### config.mk
export PLATFORM = sky130hd
export DESIGN_NAME = edf_ram
export DESIGN_NICKNAME = d
export VERILOG_FILES = /design/src/rtl/edf_ram.sv
export SDC_FILE = /design/constraint.sdc
export NUM_CORES = 1
export LEC_CHECK = 0
export ABC_CLOCK_PERIOD_IN_PS = 3900
export BUFFER_PORTS_ARGS = -buffer_cell sky130_fd_sc_hd__buf_2
export CORE_MARGIN = 3
export CORE_UTILIZATION = 40
export CTS_CLUSTER_DIAMETER = 120
export CTS_CLUSTER_SIZE = 10
export DETAILED_ROUTE_END_ITERATION = 6
export MAX_ROUTING_LAYER = met4
export PLACE_DENSITY = 0.62
export SETUP_SLACK_MARGIN = 0.2
export SLEW_MARGIN = 25
export SYNTH_ARGS = -nofsm -noshare
export SYNTH_HDL_FRONTEND = slang
export SYNTH_SLANG_ARGS = --single-unit
### constraint.sdc
create_clock -name clk -period 3.9 [get_ports clk]
set_input_delay 0.39 -clock clk [delete_from_list [all_inputs] [get_ports clk]]
set_output_delay 0.39 -clock clk [all_outputs]
set_load 0.02 [all_outputs]
### src/rtl/edf_ram.sv
// Generic single-write, single-read RAM with registered read data.
module edf_ram #(
  parameter int WIDTH = 8,
  parameter int DEPTH = 16
) (
  input  logic                     clk,
  input  logic                     we,
  input  logic [$clog2(DEPTH)-1:0] waddr,
  input  logic [WIDTH-1:0]         wdata,
  input  logic [$clog2(DEPTH)-1:0] raddr,
  output logic [WIDTH-1:0]         rdata
);

  logic [WIDTH-1:0] mem [DEPTH];

  always_ff @(posedge clk) begin
    if (we) begin
      mem[waddr] <= wdata;
    end
    rdata <= mem[raddr];
  end

endmodule

* Word level (Yosys, flattened, before mapping)
Memory sizes are Yosys's and may differ from the RTL's. A register that Yosys moved wholly into a read port is not among the register bits.
Index checks and enable logic that the tools add are counted.
W data, S select, Z words.
** Storage, ports and cells
- Register bits after elaboration :: 0
- Memory bits (writable) :: 128
- Input bits :: 18
- Word-level logic and storage cells :: 3
- Memories kept :: 1
** Memory list
- mem :: depth 16, width 8, read ports 1, clocked after Yosys merged registers in 1, wr ports 1, line 14 : logic [WIDTH-1:0] mem [DEPTH];
** Cells by class
- Muxes and demuxes :: 2
** Operators with widths (number)
- $mux W1 :: 2

* Logic depth before layout (Yosys ltp)
- Depth after elaboration :: 2
- Mapped depth :: 5
- Gate-level depth less buffers :: 3

* Worst setup path before layout
Ideal clock, no wire load.
- Path type :: input to register
- Start point :: input port waddr[2]
- End point :: memory mem[0][0], enable pin
- Library setup time :: 0.383 ns
- Arrival :: 1.500 ns
- Required time :: 3.517 ns
- Path slack :: 2.017 ns
- Stages :: 2
- Buffers on the path :: 0
- Path through :: or3b_2 nor3_1
** RTL lines
- from (decl) :: line 8 : input logic [$clog2(DEPTH)-1:0] waddr,
- to (decl) :: line 14
Straight into the memory's write port.

==> out/results.txt <==
Status: finished clean
Hold Crit Class: in -> reg
Static Leak: 0.00197 uW
Register area: 4000 um2
Int Pwr: 2630 uW
Drt pass-1 iters: 4
GP Congestion: 0.696
H-tree levels: 4
IO Port Bufs: 25
Maximum number of pins on one net before global-route repair: 33
Post-DP HPWL: 6.04 mm
Ys Warns: 0
Sw frac: 20.8%
Crit-path leading delay family: buffers and inverters
DIE AREA: 14300 um2
First-pass GRT wire length: 15.2 mm
Avg WL per Cell: 22.1 um
Max_cap viols: 0
Count of hold-fix buffers inserted at cts: 0
Synthesized net count: 247
Worst Max-Slew Pin Slew: 1060 ps
# placed instances: 414
Remaining DRCs: 0
CP Launch Type: input port
CTS tree: yes
ANT nets after route: 0
Clk slew on worst S/H paths: 60 ps
Worst Path Class, Setup: in -> reg
Clock period minus worst slack: 1880 ps
Initial antenna violation count: 1
Fill count: 1032
Die Wd: 119 um
CP max stage cell: mux4_1
Total Neg Setup Slack: 0 ps
Layout Cells excl Fill: 446
Gate power share: 4.6%
Initial Util: 41.8%
Final WL: 9.87 mm
Post-CTS setup buffer count: 0
Critical path buffers and inverters: 2
Row cnt: 40
P_sw: 690 uW
Gr ovfl total: 0
Tcrit/Tclk final: 48.3%
DR vias: 2358
First DRT Iteration DRCs: 174
Vias/cell: 5.29
Unrepaired setup endpoints after global routing: false
Clock Sinks: 136
Cell chain of the critical path: buf_2 > buf_4 > mux4_1 > a22oi_1 > nand2_1
Syn Std Cell Area: 5150 um2
Post-CTS sizing: 0
Fin. max-slew vios: 0
Register area share after synthesis: 77.8%
Yosys cell types: 19
WP data arrival: 2170 ps
Core Area: 12300 um2
Nets: 283
Req. time, crit path: 4190 ps
Max clock buf depth: 2
CTS buffer count: 17
Worst-path fanout max: 21
Root Driver: clkbuf_16
Mapped Cells: 229
Final hold violations: 0
PwrDens: 554 nW/um2
Most frequent cells in the layout: edfxtp_1, buf_2, mux4_2, clkbuf_16, a22oi_1
Die Ht: 119 um
Avg Inst Size Synth: 22.5 um2
Io pins: 26
Pwr Total: 3320 uW
Vias in the first global route: 2474
Area of the multi-input gates: 1080 um2
Worst-skew pair later-pin latency: 410 ps
Relative slew slack: 29.3%
Layout cells sized above 1: 28.2%
Clk pwr share: 45.9%
Most common cell after layout, fill and taps aside: edfxtp_1
Setup crit end kind: register
Area delta synth->final: 16.5%
Final setup viols: 0
GRT Overall Usage: 15.6%
Peak Freq: 531 MHz
Sequential cell fraction of total power: 49.6%
Clock Skew: 7.89 ps
Flop and latch count out of synthesis: 136
Crit path largest cell delay: 580 ps
Worst vdd ir: 0.000532 V
==> final timing paths <==
path                                           start                   to  slack (ps)  cells past startpoint
worst min-delay path                        wdata[6]  mem[8][6]$_DFFE_PP_         360                      1
worst max register to register   mem[0][3]$_DFFE_PP_     rdata[3]$_DFF_P_        2530                      3
worst max-delay path                        raddr[0]     rdata[4]$_DFF_P_        2020                      5
worst min register to register  mem[14][7]$_DFFE_PP_     rdata[7]$_DFF_P_         670                      3
==> state kept, by name (all words and copies together), names as in the netlist <==
name and count:
mem 128, rdata 8
==> layout make-up <==
cell class              instances  share of cell area [%]
clock inverters                12                    2.11
multi-input cells              83                    18.0
clock buffers                  19                    7.22
repair buffers                 27                    2.34
well taps                     168                    3.51
flip-flops and latches        136                    66.8
diodes                          1                  0.0417
==> kinds of logic (layout without fill, tap and decap cells) <==
group,Yosys count,after routing,share of synthesized area [%]
flip-flops,136,136,77.8
AO/OA/AOI/OAI,16,16,2.33
other,0,1,0
buffers and inverters,10,58,1.68
multiplexers,32,32,15.0
AND/OR/NAND/NOR,35,35,3.18
==> worst reg2reg max path, delay by kind of cell, from the launching register on <==
| kind | cells | cell delay [ps] |
|---|---|---|
| AND/OR/NAND/NOR | 1 | 90 |
| flip-flops | 1 | 370 |
| multiplexers | 1 | 520 |
| AO/OA/AOI/OAI | 1 | 280 |
==> layer usage <==
layer	part of all wire [%]	GRT usage, %	up-vias
met5	0	-	-
met3	8.8	6.36	12
met2	46	21.3	95
met1	44	21.3	1203
li1	-	-	1048
met4	1.4	5.15	0
==> stage by stage <==
stage / utilization [%] / hold slack, ps / setup WS [ps] / cell area, um2
after global placement: 44.0 / 654 / 1370 / 5420
final: 48.7 / 359 / 2020 / 6000
after CTS: 48.6 / 348 / 1970 / 5990
after detailed placement: 44.1 / 655 / 1530 / 5430
after global routing: 48.7 / 358 / 1890 / 6000
after floorplan: - / 489 / 2020 / 5150
==> power groups by stage <==
stage | registers [uW] | logic (uW) | clock network [uW]
2_1_floorplan | 1680 | 82.9 | 0
3_3_place_gp | 1680 | 151 | 0
3_5_place_dp | 1680 | 155 | 0
4_1_cts | 1650 | 155 | 1540
5_1_grt | 1650 | 166 | 1610
6_report | 1640 | 152 | 1520
==> synth_stat cells, drive strengths merged <==
cell type        n  share of area (%)
and2b            1               0.15
mux4            32                 15
edfxtp         128                 75
clkdlybuf4s25    3               0.58
nor2            13               0.95
or3b             1               0.17
dfxtp            8                3.1
nand3b           2               0.29
nand2b           2               0.24
nor2b            1               0.12
nand3            1              0.097
nand2            9               0.66
nor3             4               0.39
and2             1               0.12
buf              7                1.1
a22oi           16                2.3
Power figures use the tool's default switching activity.
